[config.mk]
export PLATFORM = sky130hd
export DESIGN_NAME = sync_length_checksum_deframer
export DESIGN_NICKNAME = d
export VERILOG_FILES = /design/src/rtl/slcd_pkg.sv /design/src/rtl/slcd_in_reg.sv /design/src/rtl/slcd_parser.sv /design/src/rtl/slcd_out_reg.sv /design/src/rtl/sync_length_checksum_deframer.sv
export SDC_FILE = /design/constraint.sdc
export NUM_CORES = 1
export LEC_CHECK = 0
export BUFFER_PORTS_ARGS = -buffer_cell sky130_fd_sc_hd__buf_2
export CORE_MARGIN = 10
export CORE_UTILIZATION = 40
export DETAILED_ROUTE_END_ITERATION = 16
export GPL_TIMING_DRIVEN = 0
export SLEW_MARGIN = 25
export SYNTH_ARGS = -nofsm -noshare
export SYNTH_HDL_FRONTEND = slang
export SYNTH_SLANG_ARGS = --single-unit
[constraint.sdc]
create_clock -name aclk -period 5.6 [get_ports aclk]
set_input_delay 0.28 -clock aclk [delete_from_list [all_inputs] [get_ports aclk]]
set_output_delay 0.28 -clock aclk [all_outputs]
set_load 0.03 [all_outputs]
[src/rtl/slcd_pkg.sv]
// Package for the sync/length/checksum deframer: widths, constants and the result type.
// Depends on nothing; used by every module of the block.
package slcd_pkg;

    localparam int BYTE_W               = 8;
    localparam int INDEX_W              = 10;
    localparam int LEN_W                = 16;
    localparam int DEFAULT_BUFFER_BYTES = 1024;
    localparam int MIN_FRAME_LEN        = 4;

    localparam logic [BYTE_W-1:0] SYNC_BYTE = 8'hAA;

    typedef struct packed {
        logic               store_valid;
        logic [BYTE_W-1:0]  store_byte;
        logic [INDEX_W-1:0] store_index;
        logic               frame_end;
        logic               frame_good;
        logic [INDEX_W-1:0] frame_length;
    } slcd_result_t;

endpackage

[src/rtl/slcd_in_reg.sv]
// Input register stage of the deframer: holds one received word until the parser takes it.
// Depends on slcd_pkg.
module slcd_in_reg (
    input  logic                       aclk,
    input  logic                       aresetn,
    input  logic                       s_valid,
    output logic                       s_ready,
    input  logic [slcd_pkg::BYTE_W-1:0] s_rx_byte,
    input  logic                       pop,
    output logic                       vld,
    output logic [slcd_pkg::BYTE_W-1:0] data
);
    import slcd_pkg::*;

    logic              vld_reg;
    logic [BYTE_W-1:0] data_reg;

    // The stage refills in the same cycle that its word moves on.
    assign s_ready = !vld_reg || pop;
    assign vld     = vld_reg;
    assign data    = data_reg;

    always_ff @(posedge aclk) begin
        if (!aresetn) begin
            vld_reg <= 1'b0;
        end else if (s_ready) begin
            vld_reg <= s_valid;
        end
    end

    always_ff @(posedge aclk) begin
        if (s_valid && s_ready) begin
            data_reg <= s_rx_byte;
        end
    end

endmodule

[src/rtl/slcd_parser.sv]
// Frame parser of the deframer: phase, length, index and checksum state plus the result logic.
// Depends on slcd_pkg.
module slcd_parser #(
    parameter int BUFFER_BYTES = slcd_pkg::DEFAULT_BUFFER_BYTES
) (
    input  logic                        aclk,
    input  logic                        aresetn,
    input  logic                        step,
    input  logic [slcd_pkg::BYTE_W-1:0] rx_byte,
    output slcd_pkg::slcd_result_t      result
);
    import slcd_pkg::*;

    localparam int IDX_W = $clog2(BUFFER_BYTES);
    localparam int EXT_W = IDX_W + INDEX_W;

    localparam logic [2:0] PH_SYNC1   = 3'd0;
    localparam logic [2:0] PH_SYNC2   = 3'd1;
    localparam logic [2:0] PH_LEN_LO  = 3'd2;
    localparam logic [2:0] PH_LEN_HI  = 3'd3;
    localparam logic [2:0] PH_CONTENT = 3'd4;
    localparam logic [2:0] PH_CHECK   = 3'd5;

    logic [2:0]        phase_reg, phase_next;
    logic [BYTE_W-1:0] len_lo_reg, len_lo_next;
    logic [IDX_W-1:0]  frame_len_reg, frame_len_next;
    logic [IDX_W-1:0]  idx_reg, idx_next;
    logic [BYTE_W-1:0] sum_reg, sum_next;

    logic              do_store;
    logic [BYTE_W-1:0] sum_base;
    logic [BYTE_W-1:0] sum_after;
    logic [IDX_W-1:0]  idx_plus1;
    logic [IDX_W-1:0]  len_m1;
    logic [LEN_W-1:0]  len_full;
    logic [EXT_W-1:0]  idx_ext;
    logic [EXT_W-1:0]  len_ext;
    slcd_result_t      res;

    assign idx_plus1 = idx_reg + IDX_W'(1);
    assign len_m1    = frame_len_reg - IDX_W'(1);
    assign len_full  = {rx_byte, len_lo_reg};
    assign idx_ext   = EXT_W'(idx_reg);
    assign len_ext   = EXT_W'(frame_len_reg);
    assign sum_after = sum_base + rx_byte;

    always_comb begin
        phase_next     = phase_reg;
        len_lo_next    = len_lo_reg;
        frame_len_next = frame_len_reg;
        idx_next       = idx_reg;
        sum_next       = sum_reg;
        sum_base       = sum_reg;
        do_store       = 1'b0;
        res            = '0;

        case (phase_reg)
            PH_SYNC1: begin
                if (rx_byte == SYNC_BYTE) begin
                    phase_next = PH_SYNC2;
                end
            end
            PH_SYNC2: begin
                if (rx_byte == SYNC_BYTE) begin
                    phase_next = PH_LEN_LO;
                    idx_next   = '0;
                end else begin
                    phase_next = PH_SYNC1;
                end
            end
            PH_LEN_LO: begin
                len_lo_next = rx_byte;
                sum_base    = '0;
                do_store    = 1'b1;
                phase_next  = PH_LEN_HI;
            end
            PH_LEN_HI: begin
                frame_len_next = IDX_W'(len_full);
                do_store       = 1'b1;
                if (len_full < LEN_W'(BUFFER_BYTES) && len_full >= LEN_W'(MIN_FRAME_LEN)) begin
                    phase_next = PH_CONTENT;
                end else begin
                    phase_next = PH_SYNC1;
                end
            end
            PH_CONTENT: begin
                if (idx_reg < len_m1) begin
                    do_store = 1'b1;
                    if (idx_plus1 == len_m1) begin
                        phase_next = PH_CHECK;
                    end
                end else begin
                    phase_next = PH_SYNC1;
                end
            end
            PH_CHECK: begin
                do_store         = 1'b1;
                res.frame_end    = 1'b1;
                res.frame_good   = (sum_after == '0);
                res.frame_length = len_ext[INDEX_W-1:0];
                phase_next       = PH_SYNC1;
            end
            default: begin
                phase_next = PH_SYNC1;
            end
        endcase

        if (do_store) begin
            res.store_valid = 1'b1;
            res.store_byte  = rx_byte;
            res.store_index = idx_ext[INDEX_W-1:0];
            sum_next        = sum_after;
            idx_next        = idx_plus1;
        end
    end

    assign result = res;

    always_ff @(posedge aclk) begin
        if (!aresetn) begin
            phase_reg     <= PH_SYNC1;
            len_lo_reg    <= '0;
            frame_len_reg <= '0;
            idx_reg       <= '0;
            sum_reg       <= '0;
        end else if (step) begin
            phase_reg     <= phase_next;
            len_lo_reg    <= len_lo_next;
            frame_len_reg <= frame_len_next;
            idx_reg       <= idx_next;
            sum_reg       <= sum_next;
        end
    end

endmodule

[src/rtl/slcd_out_reg.sv]
// Result register stage of the deframer: holds one result word until the sink takes it.
// Depends on slcd_pkg.
module slcd_out_reg (
    input  logic                   aclk,
    input  logic                   aresetn,
    input  logic                   load,
    input  slcd_pkg::slcd_result_t din,
    output logic                   room,
    output logic                   m_valid,
    input  logic                   m_ready,
    output slcd_pkg::slcd_result_t dout
);
    import slcd_pkg::*;

    logic         vld_reg;
    slcd_result_t data_reg;

    assign room    = !vld_reg || m_ready;
    assign m_valid = vld_reg;
    assign dout    = data_reg;

    always_ff @(posedge aclk) begin
        if (!aresetn) begin
            vld_reg <= 1'b0;
        end else if (room) begin
            vld_reg <= load;
        end
    end

    always_ff @(posedge aclk) begin
        if (load) begin
            data_reg <= din;
        end
    end

endmodule

[src/rtl/sync_length_checksum_deframer.sv]
// Sync/length/checksum deframer: one received byte in, one result word out per byte.
// An accepted word waits in the input register and moves through the parser into the result
// register on a step, so its result is registered; a stalled result register holds it back.
// Throughput is one byte per cycle while the sink does not stall; the parser state updates once per byte.
// Reset (aresetn low at a rising edge) empties both stages and returns to sync hunting
// with length, index and checksum cleared. Depends on slcd_pkg and the stage modules.
module sync_length_checksum_deframer #(
    parameter int BUFFER_BYTES = slcd_pkg::DEFAULT_BUFFER_BYTES
) (
    input  logic                         aclk,
    input  logic                         aresetn,
    input  logic                         s_valid,
    output logic                         s_ready,
    input  logic [slcd_pkg::BYTE_W-1:0]  s_rx_byte,
    output logic                         m_valid,
    input  logic                         m_ready,
    output logic                         m_store_valid,
    output logic [slcd_pkg::BYTE_W-1:0]  m_store_byte,
    output logic [slcd_pkg::INDEX_W-1:0] m_store_index,
    output logic                         m_frame_end,
    output logic                         m_frame_good,
    output logic [slcd_pkg::INDEX_W-1:0] m_frame_length
);
    import slcd_pkg::*;

    // A word moves from the input register through the parser into the result
    // register whenever the input register is full and the result register is
    // either empty or being drained in this same cycle. Both registers refill in
    // the cycle they empty, so a steady stream flows at one word per cycle while m_ready stays high.
    logic              in_vld;
    logic [BYTE_W-1:0] in_data;
    logic              out_room;
    logic              step;
    slcd_result_t      parse_res;
    slcd_result_t      out_res;

    assign step = in_vld && out_room;

    slcd_in_reg u_in_reg (
        .aclk      (aclk),
        .aresetn   (aresetn),
        .s_valid   (s_valid),
        .s_ready   (s_ready),
        .s_rx_byte (s_rx_byte),
        .pop       (step),
        .vld       (in_vld),
        .data      (in_data)
    );

    // The parser advances its phase, length, index and running sum only on a
    // step, so stalls on the result side never disturb the frame state.
    slcd_parser #(
        .BUFFER_BYTES (BUFFER_BYTES)
    ) u_parser (
        .aclk    (aclk),
        .aresetn (aresetn),
        .step    (step),
        .rx_byte (in_data),
        .result  (parse_res)
    );

    slcd_out_reg u_out_reg (
        .aclk    (aclk),
        .aresetn (aresetn),
        .load    (step),
        .din     (parse_res),
        .room    (out_room),
        .m_valid (m_valid),
        .m_ready (m_ready),
        .dout    (out_res)
    );

    // Every accepted byte yields exactly one result word. Fields not in use
    // for a given byte are driven to zero by the parser.
    assign m_store_valid  = out_res.store_valid;
    assign m_store_byte   = out_res.store_byte;
    assign m_store_index  = out_res.store_index;
    assign m_frame_end    = out_res.frame_end;
    assign m_frame_good   = out_res.frame_good;
    assign m_frame_length = out_res.frame_length;

endmodule

* Word level (Yosys, flattened, before mapping)
Cells that the tools add are included.
Cells by class: add/subtract/negate cells 3, magnitude comparators 3, equal/unequal tests 9, multiplexer cells 14, reductions and logical operators 17
Operators with widths (count):
- 10-bit two-way mux | 3
- 19-bit two-way mux | 1
- 16-bit by 3-bit greater-or-equal comparator with 1-bit output (second input constant) | 1
- 16-bit by 11-bit less-than comparator with 1-bit output (second input constant) | 1
- 3-bit one-hot mux with 5 select lines | 1
- 12-bit two-way mux | 1
- 3-bit two-way mux | 4
- 10-bit by 1-bit adder with 10-bit output (second input constant) | 1
- 10-bit equality test | 1
- 10-bit less-than comparator | 1
- 10-bit by 1-bit subtractor with 10-bit output (second input constant) | 1
- 8-bit adder | 1
- 8-bit equality test (second input constant) | 1
- 8-bit zero test | 1
- 8-bit two-way mux | 1
- 3-bit by 2-bit equality test with 1-bit output (second input constant) | 2
- 3-bit equality test (second input constant) | 2
- 2-bit AND reduction | 3
- 3-bit AND reduction | 2
- 2-bit nonzero test | 2
- 3-bit by 1-bit equality test with 1-bit output (second input constant) | 1
- 1-bit logical AND | 3
- 3-bit zero test | 1
- 3-bit inequality test (second input constant) | 1
- 7 further kinds | 9
Word-level totals: register bits after elaboration 80, input port bits 12, output and inout bits 33, logic and storage cells 60

* Longest topological paths before layout
Gate-level depths: netlist of run 1.
word-level depth 6, gate-level depth with buffers 15, gate-level depth less buffers 14

* Cells and area by module
Synthesis of run 1 repeated with hierarchy kept, for this count alone.
Unflattened totals: cells, all modules 405, area total of the unflattened synthesis 4124.0 µm²
Modules (own cells, without submodules):
- slcd_parser | times used 1, cells each 356, area each 2840.2 µm², seq. area each 780.7 µm²
- slcd_out_reg | times used 1, cells each 35, area each 979.7 µm², seq. area each 950.9 µm²
- slcd_in_reg | times used 1, cells each 13, area each 297.8 µm², seq. area each 260.2 µm²
- sync_length_checksum_deframer | times used 1, cells each 1, area each 6.3 µm², seq. area each 0.0 µm²

* Worst setup path before layout of run 1
OpenSTA, ideal clock, no wires.
path type register -> register, from register u_parser.frame_len_reg[0], to register u_parser.idx_reg[0], setup time 60 ps, arrival 2884 ps, data required time 5540 ps, path slack 2655 ps, cell stages (with the launch flop) 13, buffers on the path 0, clock period less this slack 2945 ps, cells stage by stage dfxtp_1 -> inv_1 -> ha_1 -> or4b_4 -> nor2_1 -> xnor2_1 -> ha_1 -> nor2b_1 -> o21ai_0 -> and4b_2 -> and2_2 -> o32ai_2 -> mux2_2
Between the ends: cells in the longest elaborated chain, start to end 6, elaborated cells on any way between the ends 8, classes of those cells add/sub (1); order compare (1); mux (3); reduce/logical (3)
RTL lines:
- start: declaration | RTL line slcd_parser.sv:26 | logic [IDX_W-1:0] frame_len_reg, frame_len_next;
- start signal: assignment | RTL line slcd_parser.sv:129 | frame_len_reg <= frame_len_next;
- 10-bit by 1-bit subtractor with 10-bit output (*) | RTL line slcd_parser.sv:41 | assign len_m1 = frame_len_reg - IDX_W'(1);
- 10-bit less-than comparator (*) | RTL line slcd_parser.sv:87 | if (idx_reg < len_m1) begin
- 1-bit two-way mux (*) | RTL line slcd_parser.sv:87
- 1-bit one-hot mux with 2 select lines (*) | RTL line slcd_parser.sv:57 | case (phase_reg)
- 2-bit nonzero test (no line)
- 3-bit AND reduction (no line)
- end signal: assignment | RTL line slcd_parser.sv:130 | idx_reg <= idx_next;
- end: declaration | RTL line slcd_parser.sv:27 | logic [IDX_W-1:0] idx_reg, idx_next;
Every way passes the cells marked *; elsewhere a longest branch is shown, timed or not. A chain may end at the register's enable or synchronous reset.

* Final worst setup path of run 1
Ends and elaborated chain as after synthesis.

==> flow_summary.json, run 1 <==
{
  "hold_viol_final": 0,
  "crit_required_ps": 5890,
  "fin_crit_sh": 0.625,
  "cts_hold_repair.buffers": 0,
  "hold_path.class": "input pin to flip-flop",
  "critPathKind": "flip-flop to flip-flop",
  "grt_start_max_net_pins": 27,
  "grt_usage": 0.126,
  "drv_cap": 0,
  "ir_worst_vdd_v": 0.000131,
  "route.detailed.drc": 0,
  "ant_nets": 0,
  "synth-main-ff-cell": "dfxtp_1",
  "tightest_slew_ps": 826,
  "synth_area_sq_mm": 0.00403,
  "clkSinkCount": 80,
  "multiInputGateArea_sq_mm": 0.00193,
  "ys_seq_area_frac": 0.494,
  "ios": 45,
  "crit_top_cell": "ha_1",
  "seq_area_sq_mm": 0.00199,
  "finalNonFillerCells": 599,
  "crit_path_max_incr_delay_ps": 740,
  "synthCells": 406,
  "drtPass1Iterations": 5,
  "finalCriticalPeriod_ps": 3500,
  "crit_path_end_kind": "flip-flop",
  "clk_pin_slew_worst_paths_ps": 80,
  "syn-num-nets": 438,
  "cts_buffer_depth": 2,
  "p_sw_frac": 0.215,
  "ys_types": 52,
  "powerDensity_mw_per_mm2": 258,
  "power_frac_seq": 0.523,
  "final_common_cell": "buf_2",
  "min_path_cells": 1,
  "status": "completed",
  "setup_violations": 0,
  "cts_resized": 0,
  "cts_setup_buffers": 0,
  "cp_slowest_cell": "o32ai_2",
  "hpwlAfterDp_um": 6920,
  "clock_skew_ps": 14.5,
  "ys_async_sr_fraction": 0,
  "htreeDepth": 3,
  "fmax_ghz": 0.286,
  "rsz0062_at_grt": "false",
  "reg2reg_depth": 12,
  "layout_common_cells": "48 x buf_2, 47 x nand2_1, 41 x dfxtp_1, 39 x a21oi_1, 39 x edfxtp_1",
  "setup_ws_ps": 2100,
  "core_region_area_sq_mm": 0.00982,
  "first_iter_violations": 207,
  "drive_gt1_frac": 0.167,
  "synth-warning-count": 0,
  "cts_tree": "yes",
  "antenna_found_initial": 0,
  "clk_latency_ps": 350,
  "numCtsBuffers": 9,
  "switching_power_mw": 0.261,
  "clkPwrFrac": 0.421,
  "fin_tns_setup_ps": 0,
  "place_ws_ps": 2090,
  "die_w_um": 120,
  "p_comb_frac": 0.056,
  "p_leak_nw": 1.83,
  "wirelength_um": 9130,
  "grt-ovfl-total": 0,
  "via_count": 3082,
  "vias_per_cell": 5.15,
  "syn_to_final_growth_pct": 16.2,
  "fillers": 949,
  "p_int_mw": 0.950,
  "dp.cells": 583,
  "gp_congestion": 0.839,
  "synth_edf_count": 39,
  "cts_root_buf": "clkbuf_8",
  "grt_pass1_wl_um": 15000,
  "syn_avg_cell_area_sq_um": 9.94,
  "worstPathMaxFanout": 10,
  "critPathBufInv": 1,
  "largest_register_ffs": 31,
  "relSlewSlack": 0.449,
  "diodes": 0,
  "hold_slack_ps": 104,
  "start_util": 0.411,
  "row_count": 36,
  "critPathArrivalTime_ps": 3790,
  "grt_pass1_vias": 3012,
  "die_h_um": 120,
  "cp_top_family": "simple AND/OR/NAND/NOR gates",
  "nets": 493,
  "cp.depth": 12,
  "report.final.slew_viol_count": 0,
  "portBuffers": 43,
  "floorplan.die_area_sq_mm": 0.0145,
  "path_cells": "inv_1 -> ha_1 -> or4b_4 -> nor2_1 -> xnor2_1 -> ha_1 -> nor2b_1 -> o21ai_0 -> and4b_2 -> and2_2 -> o32ai_2 -> mux2_2",
  "ys_ff_latch": 80,
  "drt-wirelength-per-cell_um": 15.2,
  "critPathLaunchType": "flip-flop"
}
-- power groups by stage --
stage                     Combinational, mW  Sequential [mW]  Clock, mW
final                                0.0674            0.633      0.510
after global routing                 0.0736            0.635      0.544
after CTS                            0.0686            0.633      0.518
after detailed placement             0.0685            0.647          0
after global placement               0.0651            0.648          0
after floorplan                      0.0251            0.663          0
-- layer usage --
layer,track usage,part of all wire,up-vias
met3,0.0312,0.066,13
met4,0.0543,0.020,0
met2,0.194,0.44,69
li1,-,-,1567
met1,0.165,0.47,1433
met5,0,0,-
-- final cells by class --
cell class / count / share of cell area
plain buffers: 17 / 0.0173
clock buffers: 10 / 0.0294
clock inverters: 6 / 0.0227
inverters: 8 / 0.00641
multi-input cells: 301 / 0.412
flip-flops and latches: 80 / 0.425
well taps: 133 / 0.0355
repair buffers: 44 / 0.0518
-- worst reg2reg max path, cell delays in order, from the launching register on --
cell	delay, ps
dfxtp_1	380
inv_1	110
ha_1	200
or4b_4	500
nor2_1	130
xnor2_1	120
ha_1	310
nor2b_1	120
o21ai_0	90
and4b_2	240
and2_2	230
o32ai_2	740
mux2_2	290
-- through the flow --
step,utilization,instance area [sq um],power [mW]
global placement,0.450,4420,0.713
finish,0.477,4690,1.21
CTS,0.477,4690,1.22
floorplan,-,4030,0.688
global route,0.477,4690,1.25
detailed placement,0.453,4440,0.715
-- worst paths after layout --
path,startpoint,to,slack (ps)
setup / recovery,u_parser.frame_len_reg[0],u_parser.idx_reg[0],2100
hold / removal,s_rx_byte[4],u_in_reg.data[4],100
setup reg to reg,u_parser.frame_len_reg[0],u_parser.idx_reg[0],2100
hold reg to reg,u_parser.len_lo_reg[1],u_parser.len_lo_reg[1],460
-- kinds of logic after synthesis --
logic type      share of synthesized area
compound gates                      0.111
simple gates                        0.231
mux                               0.00279
fa+ha+maj                          0.0639
buf+inv                            0.0273
flops                               0.494
xor+xnor                           0.0695
-- synth_stat cells, types with 4 or more instances --
cell,n,area (sq um)
nand2_1,47,176
dfxtp_1,41,821
a21oi_1,39,195
edfxtp_1,39,1170
xnor2_1,28,245
and2_1,27,169
nor2_1,26,97.6
ha_1,19,238
nand3_1,16,80.1
and3_1,14,87.6
clkbuf_1,11,41.3
nor3_1,11,55.1
o21ai_0,11,55.1
nor2b_1,6,37.5
nor4_1,6,37.5
buf_2,5,25.0
inv_1,5,18.8
nand4_1,4,25.0
xor2_1,4,35.0
(Power assumes the default switching activity.)
==> run 2, diff against run 1 <==
==> constraint.sdc (replaced) <==
create_clock -name aclk -period 3 [get_ports aclk]
set_input_delay 0.15 -clock aclk [delete_from_list [all_inputs] [get_ports aclk]]
set_output_delay 0.15 -clock aclk [all_outputs]
set_load 0.03 [all_outputs]
==> run 2 against run 1 <==
  * Count of clock-buffer cells in the layout unchanged
  * The flow now finishes with violations (negative setup slack)
  * Final cell count is 3.7% higher
  * Clock power grew 86%
  * First-iteration DRC count decreased by 16%
  * Sequential cell count did not move
  * Via count is 3.6% higher
  * Worst hold slack lost 74 ps
  * Die area unchanged
  * Non-clock buffer count rose by 21
  * Global-route usage grew 0.69 points
  * Combinational power up 110%
==> flow_summary.json, run 2 (synthesis gave the netlist of run 1 again) <==
{
  "setup_violations": 35,
  "tightest_slew_ps": 798,
  "grt_usage": 0.133,
  "grt-ovfl-total": 0,
  "ios": 45,
  "crit_path_max_incr_delay_ps": 500,
  "ir_worst_vdd_v": 0.000239,
  "htreeDepth": 3,
  "floorplan.die_area_sq_mm": 0.0145,
  "critPathKind": "flip-flop to flip-flop",
  "drt-wirelength-per-cell_um": 15.8,
  "diodes": 0,
  "portBuffers": 43,
  "cts_root_buf": "clkbuf_8",
  "via_count": 3192,
  "clock_skew_ps": 8.66,
  "syn_to_final_growth_pct": 28.3,
  "path_cells": "inv_4 -> ha_4 -> or4b_4 -> nor2_4 -> xnor2_2 -> ha_1 -> nor2b_4 -> o21ai_2 -> and4b_2 -> a211oi_4 -> buf_6 -> buf_8 -> clkbuf_16 -> a21oi_2 -> a21o_1",
  "die_w_um": 120,
  "drv_cap": 0,
  "wirelength_um": 9810,
  "relSlewSlack": 0.467,
  "critPathArrivalTime_ps": 3330,
  "first_iter_violations": 173,
  "cp_slowest_cell": "or4b_4",
  "grt_pass1_wl_um": 15700,
  "crit_required_ps": 3250,
  "status": "finished with violations",
  "hpwlAfterDp_um": 6920,
  "p_leak_nw": 2.03,
  "cts_buffer_depth": 2,
  "crit_path_end_kind": "flip-flop",
  "row_count": 36,
  "worstPathMaxFanout": 6,
  "hold_path.class": "input pin to flip-flop",
  "largest_register_ffs": 31,
  "regToRegSetupSlack_ps": -80,
  "powerDensity_mw_per_mm2": 439,
  "hold_slack_ps": 29.4,
  "nets": 515,
  "rsz0062_at_grt": "true",
  "grt_start_max_net_pins": 27,
  "report.final.slew_viol_count": 0,
  "layout_common_cells": "46 x nand2_1, 46 x buf_2, 39 x edfxtp_1, 39 x dfxtp_1, 32 x a21oi_1",
  "finalCriticalPeriod_ps": 3080,
  "vias_per_cell": 5.14,
  "min_path_cells": 3,
  "clk_latency_ps": 350,
  "critPathLaunchType": "flip-flop",
  "reg2reg_depth": 15,
  "ant_nets": 0,
  "power_mw": 2.27,
  "drive_gt1_frac": 0.291,
  "hold_viol_final": 0,
  "violations": "negative setup slack",
  "clkSinkCount": 80,
  "grt_pass1_vias": 3132,
  "setup_ws_ps": -84.1,
  "core_region_area_sq_mm": 0.00982,
  "antenna_found_initial": 0,
  "die_h_um": 120,
  "drtPass1Iterations": 4,
  "clk_pin_slew_worst_paths_ps": 80,
  "cts_tree": "yes",
  "numCtsBuffers": 9,
  "route.detailed.drc": 0,
  "fmax_ghz": 0.324,
  "fin_crit_sh": 1.03,
  "start_util": 0.411,
  "gp_congestion": 0.839
}
-- run 2: critical path: cells and delay by family, from the launching register on --
family                   cells  cell delay, ps
AO/OA/AOI/OAI                4             520
flip-flops                   1             360
adder cells (fa/ha/maj)      2             450
XOR/XNOR                     1              90
AND/OR/NAND/NOR              4            1070
buffers and inverters        4             510
-- run 2: area by class of cell --
type | count | area, sq um
fillers | 899 | 4640
multi-input cells | 302 | 2140
flip-flops and latches | 80 | 2000
repair buffers | 66 | 464
well taps | 133 | 166
clock buffers | 10 | 138
plain buffers | 16 | 125
clock inverters | 6 | 106
inverters | 8 | 35.0
-- run 2: path summary, 6_finish.rpt --
path | start | to
worst max register to register | u_parser.frame_len_reg[0] | u_parser.idx_reg[5]
worst min register to register | u_parser.sum_reg[4] | u_parser.sum_reg[4]
worst max-delay path | u_parser.frame_len_reg[0] | u_parser.idx_reg[5]
worst min-delay path | s_valid | u_in_reg.vld
-- run 2: what timing repair did --
action                                  4_1_cts  5_1_grt
hold endpoints to repair                      8        0
resized for setup                            40       46
pin swaps                                    14       10
hold buffers                                  8        0
cloned                                        3        1
buffers inserted                              7        4
endpoints found under the setup margin       38       37
-- run 2: report_power, final --
| part | switching (mW) | total, mW | internal, mW |
|---|---|---|---|
| registers | 0.0162 | 1.18 | 1.16 |
| clock network | 0.380 | 0.951 | 0.571 |
| logic | 0.0961 | 0.142 | 0.0464 |
-- run 2: per-layer routing --
layer,track usage,up-vias,part of all wire
met5,0,-,0
met2,0.209,88,0.46
li1,-,1615,-
met3,0.0307,11,0.075
met1,0.171,1478,0.45
met4,0.0558,0,0.017
-- run 2: through the flow --
step           utilization  cells  area, sq um  setup WS [ps]  TNS, ps
3_3_place_gp         0.450    582         4420           -525   -16540
3_5_place_dp         0.453    583         4440           -508   -17060
6_report             0.527    621         5180          -84.1    -1560
5_1_grt              0.527    621         5180           -173    -4940
2_1_floorplan            -    406         4030           55.5        0
4_1_cts              0.507    617         4980          -26.1     -159
